==> config.mk <==
export PLATFORM = sky130hd
export DESIGN_NAME = command_frame_parse_and_forward_core
export DESIGN_NICKNAME = d
export VERILOG_FILES = /design/src/design/cfpf_pkg.sv /design/src/design/cfpf_ram.sv /design/src/design/cfpf_cfg.sv /design/src/design/cfpf_rx.sv /design/src/design/cfpf_emit.sv /design/src/design/command_frame_parse_and_forward_core.sv
export VERILOG_INCLUDE_DIRS = /design/src /design/src/design
export SDC_FILE = /design/constraint.sdc
export NUM_CORES = 1
export LEC_CHECK = 0
export ABC_CLOCK_PERIOD_IN_PS = 18900
export BUFFER_PORTS_ARGS = -buffer_cell sky130_fd_sc_hd__buf_4
export CAP_MARGIN = 20
export CORE_MARGIN = 5
export CORE_UTILIZATION = 60
export CTS_BUF_LIST = sky130_fd_sc_hd__clkbuf_4
export CTS_CLUSTER_SIZE = 28
export DETAILED_ROUTE_END_ITERATION = 8
export PLACE_DENSITY = 0.88
export SYNTH_ARGS = -nofsm -noshare
export SYNTH_HDL_FRONTEND = slang
export SYNTH_SLANG_ARGS = --single-unit
==> constraint.sdc <==
create_clock -name clk_i -period 18.9 [get_ports clk_i]
set_input_delay 2.835 -clock clk_i [delete_from_list [all_inputs] [get_ports clk_i]]
set_output_delay 2.835 -clock clk_i [all_outputs]
set_load 0.05 [all_outputs]
==> src/design/command_frame_parse_and_forward_core_macros.svh <==
// Assertion helpers for the command frame parser.
`ifndef COMMAND_FRAME_PARSE_AND_FORWARD_CORE_MACROS_SVH
`define COMMAND_FRAME_PARSE_AND_FORWARD_CORE_MACROS_SVH

// Hold a property at every clock edge outside reset.
`define CFPF_ASSERT(lbl, prop, msg) \
  lbl: assert property (@(posedge clk_i) disable iff (!rst_ni) (prop)) else $error(msg);

// Hold an implication at every clock edge outside reset.
`define CFPF_ASSERT_IMP(lbl, ante, cons, msg) \
  lbl: assert property (@(posedge clk_i) disable iff (!rst_ni) (ante) |-> (cons)) \
    else $error(msg);

`endif

==> src/design/cfpf_pkg.sv <==
`default_nettype none
package cfpf_pkg;

  localparam int unsigned MAX_PAYLOAD_DEF = 16;

  localparam logic [7:0] HDR_BYTE = 8'hAA;
  localparam logic [7:0] CAL_CHAN = 8'h55;
  localparam logic [7:0] MAX_LOCAL_CHAN = 8'd2;

  localparam logic [4:0] LEN_SLOPE = 5'd12;
  localparam logic [4:0] LEN_SINE  = 5'd16;
  localparam logic [4:0] LEN_PWM   = 5'd16;
  localparam logic [4:0] LEN_DC    = 5'd8;
  localparam logic [4:0] LEN_CAL   = 5'd6;
  localparam logic [4:0] LEN_NONE  = 5'd0;

  localparam logic [1:0] KIND_CAN  = 2'd0;
  localparam logic [1:0] KIND_WORD = 2'd1;
  localparam logic [1:0] KIND_CAL  = 2'd2;

  localparam logic [2:0] REG_BOARD_ID   = 3'd0;
  localparam logic [2:0] REG_CODE_SLOPE = 3'd1;
  localparam logic [2:0] REG_CODE_SINE  = 3'd2;
  localparam logic [2:0] REG_CODE_PWM   = 3'd3;
  localparam logic [2:0] REG_CODE_DC    = 3'd4;

  localparam logic [7:0] RST_BOARD_ID   = 8'd0;
  localparam logic [7:0] RST_CODE_SLOPE = 8'd0;
  localparam logic [7:0] RST_CODE_SINE  = 8'd1;
  localparam logic [7:0] RST_CODE_PWM   = 8'd2;
  localparam logic [7:0] RST_CODE_DC    = 8'd3;

  typedef enum logic [1:0] {
    MODE_CAN,
    MODE_WORD,
    MODE_CAL
  } mode_e;

  typedef struct packed {
    logic [7:0] board_id;
    logic [7:0] code_slope;
    logic [7:0] code_sine;
    logic [7:0] code_pwm;
    logic [7:0] code_dc;
  } cfg_t;

  typedef struct packed {
    logic [7:0] target;
    logic [7:0] channel;
    logic [7:0] wtype;
    logic [4:0] len;
    mode_e      mode;
    logic [2:0] ngrp;
  } frame_t;

  function automatic logic [7:0] cal_char(input logic [2:0] idx);
    logic [7:0] c;
    unique case (idx)
      3'd0:    c = 8'h43;
      3'd1:    c = 8'h41;
      3'd2:    c = 8'h52;
      3'd3:    c = 8'h4C;
      3'd4:    c = 8'h49;
      3'd5:    c = 8'h42;
      default: c = 8'h00;
    endcase
    return c;
  endfunction

endpackage
`default_nettype wire

==> src/design/cfpf_ram.sv <==
`default_nettype none
module cfpf_ram #(
  parameter int unsigned WIDTH = 8,
  parameter int unsigned DEPTH = 16
) (
  input  wire                       clk_i,
  input  wire                       we_i,
  input  wire  [$clog2(DEPTH)-1:0]  waddr_i,
  input  wire  [WIDTH-1:0]          wdata_i,
  input  wire  [$clog2(DEPTH)-1:0]  raddr_i,
  output logic [WIDTH-1:0]          rdata_o
);

  logic [WIDTH-1:0] mem_q [DEPTH];

  always_ff @(posedge clk_i) begin
    if (we_i) begin
      mem_q[waddr_i] <= wdata_i;
    end
    rdata_o <= mem_q[raddr_i];
  end

endmodule
`default_nettype wire

==> src/design/cfpf_cfg.sv <==
`default_nettype none
module cfpf_cfg (
  input  wire                  clk_i,
  input  wire                  rst_ni,
  input  wire                  psel,
  input  wire                  penable,
  input  wire                  pwrite,
  input  wire  [4:0]           paddr,
  input  wire  [31:0]          pwdata,
  output logic [31:0]          prdata,
  output logic                 pready,
  output cfpf_pkg::cfg_t       cfg_o
);

  cfpf_pkg::cfg_t cfg_q, cfg_d;
  logic [2:0]     idx;
  logic           wr;

  assign idx    = paddr[4:2];
  assign wr     = psel && penable && pwrite;
  assign pready = 1'b1;
  assign cfg_o  = cfg_q;

  always_comb begin
    cfg_d = cfg_q;
    if (wr) begin
      unique case (idx)
        cfpf_pkg::REG_BOARD_ID:   cfg_d.board_id   = pwdata[7:0];
        cfpf_pkg::REG_CODE_SLOPE: cfg_d.code_slope = pwdata[7:0];
        cfpf_pkg::REG_CODE_SINE:  cfg_d.code_sine  = pwdata[7:0];
        cfpf_pkg::REG_CODE_PWM:   cfg_d.code_pwm   = pwdata[7:0];
        cfpf_pkg::REG_CODE_DC:    cfg_d.code_dc    = pwdata[7:0];
        default: ;
      endcase
    end
  end

  always_comb begin
    unique case (idx)
      cfpf_pkg::REG_BOARD_ID:   prdata = {24'd0, cfg_q.board_id};
      cfpf_pkg::REG_CODE_SLOPE: prdata = {24'd0, cfg_q.code_slope};
      cfpf_pkg::REG_CODE_SINE:  prdata = {24'd0, cfg_q.code_sine};
      cfpf_pkg::REG_CODE_PWM:   prdata = {24'd0, cfg_q.code_pwm};
      cfpf_pkg::REG_CODE_DC:    prdata = {24'd0, cfg_q.code_dc};
      default:                  prdata = 32'd0;
    endcase
  end

  always_ff @(posedge clk_i or negedge rst_ni) begin
    if (!rst_ni) begin
      cfg_q.board_id   <= cfpf_pkg::RST_BOARD_ID;
      cfg_q.code_slope <= cfpf_pkg::RST_CODE_SLOPE;
      cfg_q.code_sine  <= cfpf_pkg::RST_CODE_SINE;
      cfg_q.code_pwm   <= cfpf_pkg::RST_CODE_PWM;
      cfg_q.code_dc    <= cfpf_pkg::RST_CODE_DC;
    end else begin
      cfg_q <= cfg_d;
    end
  end

endmodule
`default_nettype wire

==> src/design/cfpf_rx.sv <==
`default_nettype none
module cfpf_rx #(
  parameter int unsigned MAX_PAYLOAD = cfpf_pkg::MAX_PAYLOAD_DEF
) (
  input  wire                                clk_i,
  input  wire                                rst_ni,
  input  cfpf_pkg::cfg_t                     cfg_i,
  input  wire                                accept_i,
  input  wire  [7:0]                         in_byte_i,
  output logic                               we_o,
  output logic [$clog2(MAX_PAYLOAD)-1:0]     waddr_o,
  output logic [7:0]                         wdata_o,
  output logic                               start_o,
  output cfpf_pkg::frame_t                   frame_o
);

  localparam int unsigned AW = $clog2(MAX_PAYLOAD);

  localparam logic [2:0] ST_HUNT0 = 3'd0;
  localparam logic [2:0] ST_HUNT1 = 3'd1;
  localparam logic [2:0] ST_TGT   = 3'd2;
  localparam logic [2:0] ST_CHN   = 3'd3;
  localparam logic [2:0] ST_TYP   = 3'd4;
  localparam logic [2:0] ST_PAY   = 3'd5;

  logic [2:0]       st_q, st_d;
  logic [4:0]       cnt_q, cnt_d;
  logic [4:0]       cnt_inc;
  logic [4:0]       type_len;
  logic [5:0]       can_sum;
  logic             start_d, start_q;
  cfpf_pkg::frame_t frame_q, frame_d;

  always_comb begin
    priority if (in_byte_i == cfg_i.code_slope) type_len = cfpf_pkg::LEN_SLOPE;
    else if (in_byte_i == cfg_i.code_sine)      type_len = cfpf_pkg::LEN_SINE;
    else if (in_byte_i == cfg_i.code_pwm)       type_len = cfpf_pkg::LEN_PWM;
    else if (in_byte_i == cfg_i.code_dc)        type_len = cfpf_pkg::LEN_DC;
    else if (in_byte_i == cfpf_pkg::CAL_CHAN)   type_len = cfpf_pkg::LEN_CAL;
    else                                        type_len = cfpf_pkg::LEN_NONE;
  end

  assign cnt_inc = cnt_q + 5'd1;
  assign can_sum = {1'b0, frame_q.len} + 6'd12;
  assign we_o    = accept_i && (st_q == ST_PAY);
  assign waddr_o = cnt_q[AW-1:0];
  assign wdata_o = in_byte_i;
  assign start_o = start_q;
  assign frame_o = frame_q;

  always_comb begin
    st_d    = st_q;
    cnt_d   = cnt_q;
    frame_d = frame_q;
    start_d = 1'b0;
    if (accept_i) begin
      unique case (st_q)
        ST_HUNT0: st_d = (in_byte_i == cfpf_pkg::HDR_BYTE) ? ST_HUNT1 : ST_HUNT0;
        ST_HUNT1: st_d = (in_byte_i == cfpf_pkg::HDR_BYTE) ? ST_TGT : ST_HUNT0;
        ST_TGT: begin
          frame_d.target = in_byte_i;
          st_d = ST_CHN;
        end
        ST_CHN: begin
          frame_d.channel = in_byte_i;
          st_d = ST_TYP;
        end
        ST_TYP: begin
          frame_d.wtype = in_byte_i;
          cnt_d = 5'd0;
          if (type_len == cfpf_pkg::LEN_NONE || 32'(type_len) > MAX_PAYLOAD) begin
            frame_d.len = cfpf_pkg::LEN_NONE;
            st_d = ST_HUNT0;
          end else begin
            frame_d.len = type_len;
            st_d = ST_PAY;
          end
        end
        ST_PAY: begin
          cnt_d = cnt_inc;
          if (cnt_inc >= frame_q.len) begin
            st_d = ST_HUNT0;
            priority if (frame_q.target != cfg_i.board_id) begin
              frame_d.mode = cfpf_pkg::MODE_CAN;
              frame_d.ngrp = can_sum[5:3];
              start_d = 1'b1;
            end else if (frame_q.channel <= cfpf_pkg::MAX_LOCAL_CHAN) begin
              frame_d.mode = cfpf_pkg::MODE_WORD;
              frame_d.ngrp = frame_q.len[4:2];
              start_d = (frame_q.len != cfpf_pkg::LEN_CAL);
            end else if (frame_q.channel == cfpf_pkg::CAL_CHAN) begin
              frame_d.mode = cfpf_pkg::MODE_CAL;
              frame_d.ngrp = 3'd1;
              start_d = 1'b1;
            end else begin
              start_d = 1'b0;
            end
          end
        end
        default: st_d = ST_HUNT0;
      endcase
    end
  end

  always_ff @(posedge clk_i or negedge rst_ni) begin
    if (!rst_ni) begin
      st_q          <= ST_HUNT0;
      cnt_q         <= 5'd0;
      start_q       <= 1'b0;
      frame_q.target  <= 8'd0;
      frame_q.channel <= 8'd0;
      frame_q.wtype   <= 8'd0;
      frame_q.len     <= 5'd0;
      frame_q.mode    <= cfpf_pkg::MODE_CAN;
      frame_q.ngrp    <= 3'd0;
    end else begin
      st_q    <= st_d;
      cnt_q   <= cnt_d;
      start_q <= start_d;
      frame_q <= frame_d;
    end
  end

endmodule
`default_nettype wire

==> src/design/cfpf_emit.sv <==
`default_nettype none
`include "command_frame_parse_and_forward_core_macros.svh"
module cfpf_emit #(
  parameter int unsigned AW = 4
) (
  input  wire                    clk_i,
  input  wire                    rst_ni,
  input  wire                    start_i,
  input  cfpf_pkg::frame_t       frame_i,
  output logic                   busy_o,
  output logic [AW-1:0]          raddr_o,
  input  wire  [7:0]             rdata_i,
  input  wire                    out_stall_i,
  output logic                   out_valid_o,
  output logic [1:0]             kind_o,
  output logic [7:0]             target_id_o,
  output logic [7:0]             chan_sel_o,
  output logic [7:0]             wave_type_o,
  output logic [1:0]             seq_index_o,
  output logic [63:0]            payload_o,
  output logic                   last_o
);

  localparam logic [1:0] ST_IDLE  = 2'd0;
  localparam logic [1:0] ST_FETCH = 2'd1;
  localparam logic [1:0] ST_SHIFT = 2'd2;
  localparam logic [1:0] ST_EMIT  = 2'd3;

  logic [1:0]  st_q, st_d;
  logic [4:0]  v_q, v_d;
  logic [1:0]  grp_q, grp_d;
  logic        match_q, match_d;
  logic [63:0] acc_q, acc_d;
  logic [4:0]  idx;
  logic [7:0]  cur_byte;
  logic        grp_end;
  logic        out_free;
  logic        load_out;
  logic        is_last;

  logic        out_valid_q;
  logic [1:0]  kind_q;
  logic [7:0]  target_q, chan_q, wtype_q;
  logic [1:0]  seq_q;
  logic [63:0] payload_q, payload_d;
  logic        last_q;

  assign idx      = v_q - 5'd5;
  assign raddr_o  = (frame_i.mode == cfpf_pkg::MODE_CAN) ? idx[AW-1:0] : v_q[AW-1:0];
  assign out_free = !out_valid_q || !out_stall_i;
  assign load_out = (st_q == ST_EMIT) && out_free;
  assign is_last  = ({1'b0, grp_q} + 3'd1) == frame_i.ngrp;
  assign busy_o   = (st_q != ST_IDLE);

  always_comb begin
    cur_byte = rdata_i;
    grp_end  = 1'b0;
    unique case (frame_i.mode)
      cfpf_pkg::MODE_CAN: begin
        if (v_q < 5'd5) begin
          unique case (v_q[2:0])
            3'd2:    cur_byte = frame_i.target;
            3'd3:    cur_byte = frame_i.channel;
            3'd4:    cur_byte = frame_i.wtype;
            default: cur_byte = cfpf_pkg::HDR_BYTE;
          endcase
        end else if (idx >= frame_i.len) begin
          cur_byte = 8'd0;
        end
        grp_end = (v_q[2:0] == 3'd7);
      end
      cfpf_pkg::MODE_WORD: grp_end = (v_q[1:0] == 2'd3);
      cfpf_pkg::MODE_CAL:  grp_end = (v_q == 5'd5);
      default:             grp_end = 1'b1;
    endcase
  end

  always_comb begin
    unique case (frame_i.mode)
      cfpf_pkg::MODE_CAN:  payload_d = acc_q;
      cfpf_pkg::MODE_WORD: payload_d = {32'd0, acc_q[31:0]};
      default:             payload_d = 64'd0;
    endcase
  end

  always_comb begin
    st_d    = st_q;
    v_d     = v_q;
    grp_d   = grp_q;
    match_d = match_q;
    acc_d   = acc_q;
    unique case (st_q)
      ST_IDLE: begin
        if (start_i) begin
          v_d     = 5'd0;
          grp_d   = 2'd0;
          match_d = 1'b1;
          st_d    = ST_FETCH;
        end
      end
      ST_FETCH: st_d = ST_SHIFT;
      ST_SHIFT: begin
        acc_d   = {acc_q[55:0], cur_byte};
        match_d = match_q && (rdata_i == cfpf_pkg::cal_char(v_q[2:0]));
        v_d     = v_q + 5'd1;
        if (!grp_end) begin
          st_d = ST_FETCH;
        end else if (frame_i.mode == cfpf_pkg::MODE_CAL && !match_d) begin
          st_d = ST_IDLE;
        end else begin
          st_d = ST_EMIT;
        end
      end
      ST_EMIT: begin
        if (out_free) begin
          if (is_last) begin
            st_d = ST_IDLE;
          end else begin
            grp_d = grp_q + 2'd1;
            st_d  = ST_FETCH;
          end
        end
      end
      default: st_d = ST_IDLE;
    endcase
  end

  always_ff @(posedge clk_i or negedge rst_ni) begin
    if (!rst_ni) begin
      st_q        <= ST_IDLE;
      v_q         <= 5'd0;
      grp_q       <= 2'd0;
      match_q     <= 1'b0;
      out_valid_q <= 1'b0;
    end else begin
      st_q    <= st_d;
      v_q     <= v_d;
      grp_q   <= grp_d;
      match_q <= match_d;
      if (load_out) begin
        out_valid_q <= 1'b1;
      end else if (!out_stall_i) begin
        out_valid_q <= 1'b0;
      end
    end
  end

  always_ff @(posedge clk_i) begin
    acc_q <= acc_d;
    if (load_out) begin
      unique case (frame_i.mode)
        cfpf_pkg::MODE_CAN:  kind_q <= cfpf_pkg::KIND_CAN;
        cfpf_pkg::MODE_WORD: kind_q <= cfpf_pkg::KIND_WORD;
        default:             kind_q <= cfpf_pkg::KIND_CAL;
      endcase
      target_q  <= frame_i.target;
      chan_q    <= frame_i.channel;
      wtype_q   <= frame_i.wtype;
      seq_q     <= grp_q;
      payload_q <= payload_d;
      last_q    <= is_last;
    end
  end

  assign out_valid_o = out_valid_q;
  assign kind_o      = kind_q;
  assign target_id_o = target_q;
  assign chan_sel_o  = chan_q;
  assign wave_type_o = wtype_q;
  assign seq_index_o = seq_q;
  assign payload_o   = payload_q;
  assign last_o      = last_q;

  `CFPF_ASSERT_IMP(a_start_idle, start_i, st_q == ST_IDLE, "frame start while sequencer busy")
  `CFPF_ASSERT_IMP(a_grp_range, load_out, {1'b0, grp_q} < frame_i.ngrp, "result past group count")
  `CFPF_ASSERT_IMP(a_cal_range, (st_q == ST_FETCH || st_q == ST_SHIFT) && frame_i.mode == cfpf_pkg::MODE_CAL, v_q <= 5'd5, "calibration read past tag")
  `CFPF_ASSERT_IMP(a_word_range, (st_q == ST_FETCH || st_q == ST_SHIFT) && frame_i.mode == cfpf_pkg::MODE_WORD, v_q < frame_i.len, "word read past payload")

endmodule
`default_nettype wire

==> src/design/command_frame_parse_and_forward_core.sv <==
// Command frame parser and forwarder.
// Input channel: one received byte per transaction (in_valid_i / in_stall_o,
// in_byte_i). Header, target, channel and type bytes are parsed in turn;
// payload bytes are buffered in a small RAM.
// Output channel: one result per transaction (out_valid_o / out_stall_i):
// forwarded CAN frames, big-endian payload words or a calibration request.
// After the last payload byte of a frame, a sequencer reads the buffer one
// byte at a time through a single registered RAM port, fetching and then
// shifting each byte, and assembles each result in a shift register from
// eight bytes for a CAN frame, four for a payload word or six for the
// calibration check, then loads the output register. A frame gives up to
// four results. in_stall_o stays high while results are assembled; header
// bytes of the next frame are taken as soon as the last result sits in the
// output register. A stalled receiver holds the output register and the
// sequencer. Configuration registers sit behind the APB port; they are to
// be written only while idle, which the block itself does not enforce.
// Reset returns to header hunt and restores register defaults; the payload
// buffer needs no clearing.
`default_nettype none
module command_frame_parse_and_forward_core #(
  parameter int unsigned MAX_PAYLOAD = cfpf_pkg::MAX_PAYLOAD_DEF
) (
  input  wire          clk_i,
  input  wire          rst_ni,
  input  wire          psel,
  input  wire          penable,
  input  wire          pwrite,
  input  wire  [4:0]   paddr,
  input  wire  [31:0]  pwdata,
  output logic [31:0]  prdata,
  output logic         pready,
  input  wire          in_valid_i,
  output logic         in_stall_o,
  input  wire  [7:0]   in_byte_i,
  output logic         out_valid_o,
  input  wire          out_stall_i,
  output logic [1:0]   kind_o,
  output logic [7:0]   target_id_o,
  output logic [7:0]   chan_sel_o,
  output logic [7:0]   wave_type_o,
  output logic [1:0]   seq_index_o,
  output logic [63:0]  payload_o,
  output logic         last_o
);

  localparam int unsigned AW = $clog2(MAX_PAYLOAD);

  cfpf_pkg::cfg_t   cfg;
  cfpf_pkg::frame_t frame;
  logic             accept;
  logic             start;
  logic             busy;
  logic             we;
  logic [AW-1:0]    waddr;
  logic [AW-1:0]    raddr;
  logic [7:0]       wdata;
  logic [7:0]       rdata;

  assign in_stall_o = busy || start;
  assign accept     = in_valid_i && !in_stall_o;

  cfpf_cfg u_cfg (
    .clk_i   (clk_i),
    .rst_ni  (rst_ni),
    .psel    (psel),
    .penable (penable),
    .pwrite  (pwrite),
    .paddr   (paddr),
    .pwdata  (pwdata),
    .prdata  (prdata),
    .pready  (pready),
    .cfg_o   (cfg)
  );

  cfpf_rx #(
    .MAX_PAYLOAD (MAX_PAYLOAD)
  ) u_rx (
    .clk_i     (clk_i),
    .rst_ni    (rst_ni),
    .cfg_i     (cfg),
    .accept_i  (accept),
    .in_byte_i (in_byte_i),
    .we_o      (we),
    .waddr_o   (waddr),
    .wdata_o   (wdata),
    .start_o   (start),
    .frame_o   (frame)
  );

  cfpf_ram #(
    .WIDTH (8),
    .DEPTH (MAX_PAYLOAD)
  ) u_ram (
    .clk_i   (clk_i),
    .we_i    (we),
    .waddr_i (waddr),
    .wdata_i (wdata),
    .raddr_i (raddr),
    .rdata_o (rdata)
  );

  cfpf_emit #(
    .AW (AW)
  ) u_emit (
    .clk_i       (clk_i),
    .rst_ni      (rst_ni),
    .start_i     (start),
    .frame_i     (frame),
    .busy_o      (busy),
    .raddr_o     (raddr),
    .rdata_i     (rdata),
    .out_stall_i (out_stall_i),
    .out_valid_o (out_valid_o),
    .kind_o      (kind_o),
    .target_id_o (target_id_o),
    .chan_sel_o  (chan_sel_o),
    .wave_type_o (wave_type_o),
    .seq_index_o (seq_index_o),
    .payload_o   (payload_o),
    .last_o      (last_o)
  );

endmodule
`default_nettype wire
==> results.cfg <==
[floorplanning]
ios = 180
start_util_pct = 61.2
fp.dieW_microns = 176
coreArea_sq_um = 27000
die_h_microns = 176
rows = 60
die-area_sq_um = 31000

[pwr]
p_total_mw = 2.97
ir_drop_mv = 0.0775
leakagePower_nw = 7.30
power_density_nw_per_um2 = 157

[sta]
setup_violations = 0
rsz0062_at_grt = false
period_needed_ns = 7.01
finClkSkew_ns = 0.0566
fmaxAchievable_ghz = 0.143
drv_slew = 0
max-slew-margin-rel_pct = 25.2
tightest_slew_ns = 1.12
min_period_over_period_pct = 37.1
timing.hold.ws_ns = 0.416
final_hold_viol_count = 0
setup-tns-final_ns = 0

[cts]
htreeDepth = 3
cts.path.max_buffers = 3
insertion_delay_ns = 0.74
path_clk_slew_ns = 0.07
hold_buffers = 0
cts_sinks = 386
cts_root_buf = clkbuf_4
cts_tree = yes
cts_resized = 0
postCtsSetupBuffers = 0
cts-buffers-inserted = 94

[routing]
ant_nets = 0
drt_iter0_drc = 1210
wl_per_cell_microns = 21.5
route.detailed.drc = 0
num_vias = 10836
firstDrtPassIters = 6
wirelength_mm = 37.7
viasPerCell = 6.18

[final_layout]
drive_gt1_share_pct = 27.2
regArea_sq_um = 11100
final_nets = 1405
fill_cells = 1741
multi_input_area_sq_um = 5020
synthToLayoutAreaGrowth_pct = 14.3
stdcell_count = 1752
mostFrequentLayoutCell = edfxtp_1
final_cell_mix = edfxtp_1 (285), clkbuf_4 (142), buf_4 (138), dfrtp_1 (89), nand2_1 (65)
fin_util_pct = 70.0

[worst_setup_path]
cp-end-kind = output pin
path_max_fanout = 14
slowest_stage = nor2_1
path_cells = buf_4, inv_1, nor2_1, a22oi_1, o22ai_1, buf_4
arrival_ns = 4.18
worstSetupPathType = input port to output pin
crit_family = buffers and inverters
slowest_delay_ns = 0.41
critPathRequiredTime_ns = 16.07
cp_common_cell = buf_4
crit_buf_inv = 3
cp-start-kind = input port

[logic_synthesis]
synth_seq_area_share_pct = 66.8
ys_warn_count = 0
syn-cell-area_sq_um = 16500
synth_edf_count = 285
async_reset_ff_share_pct = 24.1
syn_area_per_cell_sq_um = 14.2
synth.distinct_cells = 73
synth_cells = 1168
synth_flop_cell = edfxtp_1
synth-seq-cells = 386

[min_path]
hold_path.class = flop to flop

[flow_run]
maxCapViolations = 0

[outcome]
status = finished clean

[placed_design]
place.gp.congestion = 0.915
dp_hpwl_mm = 23.9
port_buffers = 128
dp.cells = 1576

[grt]
grt_pass1_vias = 10811
antenna_found_initial = 1
grt_max_degree = 95
gr-total-overflow = 0
grt_usage_pct = 23.6
grt_pass1_wl_mm = 58.2
-- worst register-to-register path, cell delays in order (launching register included) --
cell and delay [ns]:
dfrtp_1 0.60, inv_1 0.20, ha_1 0.36, or4_4 0.78, nand2_1 0.16, buf_4 0.46
mux2i_1 0.32, o22ai_1 0.14, or3_1 0.43
-- synth_stat cells, types with 5 or more instances --
cell	count	area, sq um
edfxtp_1	285	8560
mux2_2	62	698
o22ai_1	30	188
nor3_1	9	45.0
nor2b_1	35	219
dfrtp_1	89	2230
mux2i_1	35	350
nor2_1	25	93.8
nand2_1	65	244
nand3_1	37	185
a221oi_1	16	140
inv_1	19	71.3
xor2_1	15	131
a222oi_1	8	80.1
nand3_2	8	80.1
a21oi_1	16	80.1
buf_1	6	22.5
and3_1	6	37.5
buf_6	6	67.6
a2111oi_0	18	158
or4_1	10	75.1
dfxtp_1	8	160
a31oi_1	5	31.3
clkbuf_1	42	158
nor4_1	6	37.5
or3_1	12	75.1
ha_1	21	263
buf_2	15	75.1
a22oi_1	18	135
and2_1	42	263
buf_4	25	188
nand4_1	10	62.6
xnor2_1	39	342
and4_1	6	52.6
o21ai_0	45	225
-- area by class of cell --
cell class              instances  share of cell area [%]
repair buffers                139                    5.58
clock inverters                32                    1.15
well taps                     341                    2.26
flip-flops and latches        386                    58.4
clock buffers                 142                    5.64
diodes                          1                  0.0132
inverters                      19                   0.377
multi-input cells             692                    26.6
-- power breakdown --
part / internal (mW) / switching [mW]
clock network: 0.387 / 0.332
logic: 0.322 / 0.630
registers: 1.14 / 0.152
-- path summary, 6_finish.rpt --
kind	start	to	slack (ns)	depth (start not counted)
setup reg to reg	u_emit.v_q[0]	u_ram.rdata_o[2]	15.26	8
hold / removal	u_emit.acc_q[3]	u_emit.acc_q[11]	0.42	0
min in group asynchronous	rst_ni	u_cfg.cfg_o[28]	2.00	1
setup / recovery	paddr[4]	prdata[5]	11.89	6
hold reg to reg	u_emit.acc_q[3]	u_emit.acc_q[11]	0.42	0
max in group asynchronous	rst_ni	u_rx.frame_o[7]	15.67	2
-- registers in the layout (all words and copies together) (netlist names) --
register            count
u_cfg.cfg_o            40
u_emit.acc_q           64
u_emit.chan_sel_o       8
u_emit.grp_q            2
u_emit.kind_o           2
u_emit.last_o           1
u_emit.match_q          1
u_emit.out_valid_o      1
u_emit.payload_o       64
u_emit.seq_index_o      2
u_emit.st_q             2
u_emit.target_id_o      8
u_emit.v_q              5
u_emit.wave_type_o      8
u_ram.mem_q           128
u_ram.rdata_o           8
u_rx.cnt_q              5
u_rx.frame_o           33
u_rx.st_q               3
u_rx.start_o            1
-- cells by family (layout without fill, tap and decap cells) --
kind of cell,Yosys count,after routing,share of synthesized area (%)
AOI/OAI and AO/OA,201,201,8.57
adders and majority gates,21,21,1.59
muxes,100,100,6.54
xor gates and xnor gates,54,54,2.86
other,2,26,0.0454
buffers and inverters,113,332,3.52
DFF,386,386,66.8
and+or+nand+nor,291,291,10.1
-- through the flow --
stage / area, sq um / setup WS (ns)
after floorplan: 16600 / 10.79
after global placement: 17600 / 11.98
after detailed placement: 17600 / 11.93
after CTS: 18900 / 11.93
after global routing: 18900 / 11.84
final: 18900 / 11.89
-- per-layer routing --
metal | vias to the layer above | wire, microns | GRT usage [%]
met3 | 99 | 3150 | 4.52
met4 | 0 | 1210 | 10.1
met2 | 619 | 19100 | 40.0
met1 | 5331 | 14200 | 30.0
li1 | 4787 | - | -
met5 | - | 0 | 0
(Power assumes the default switching activity.)
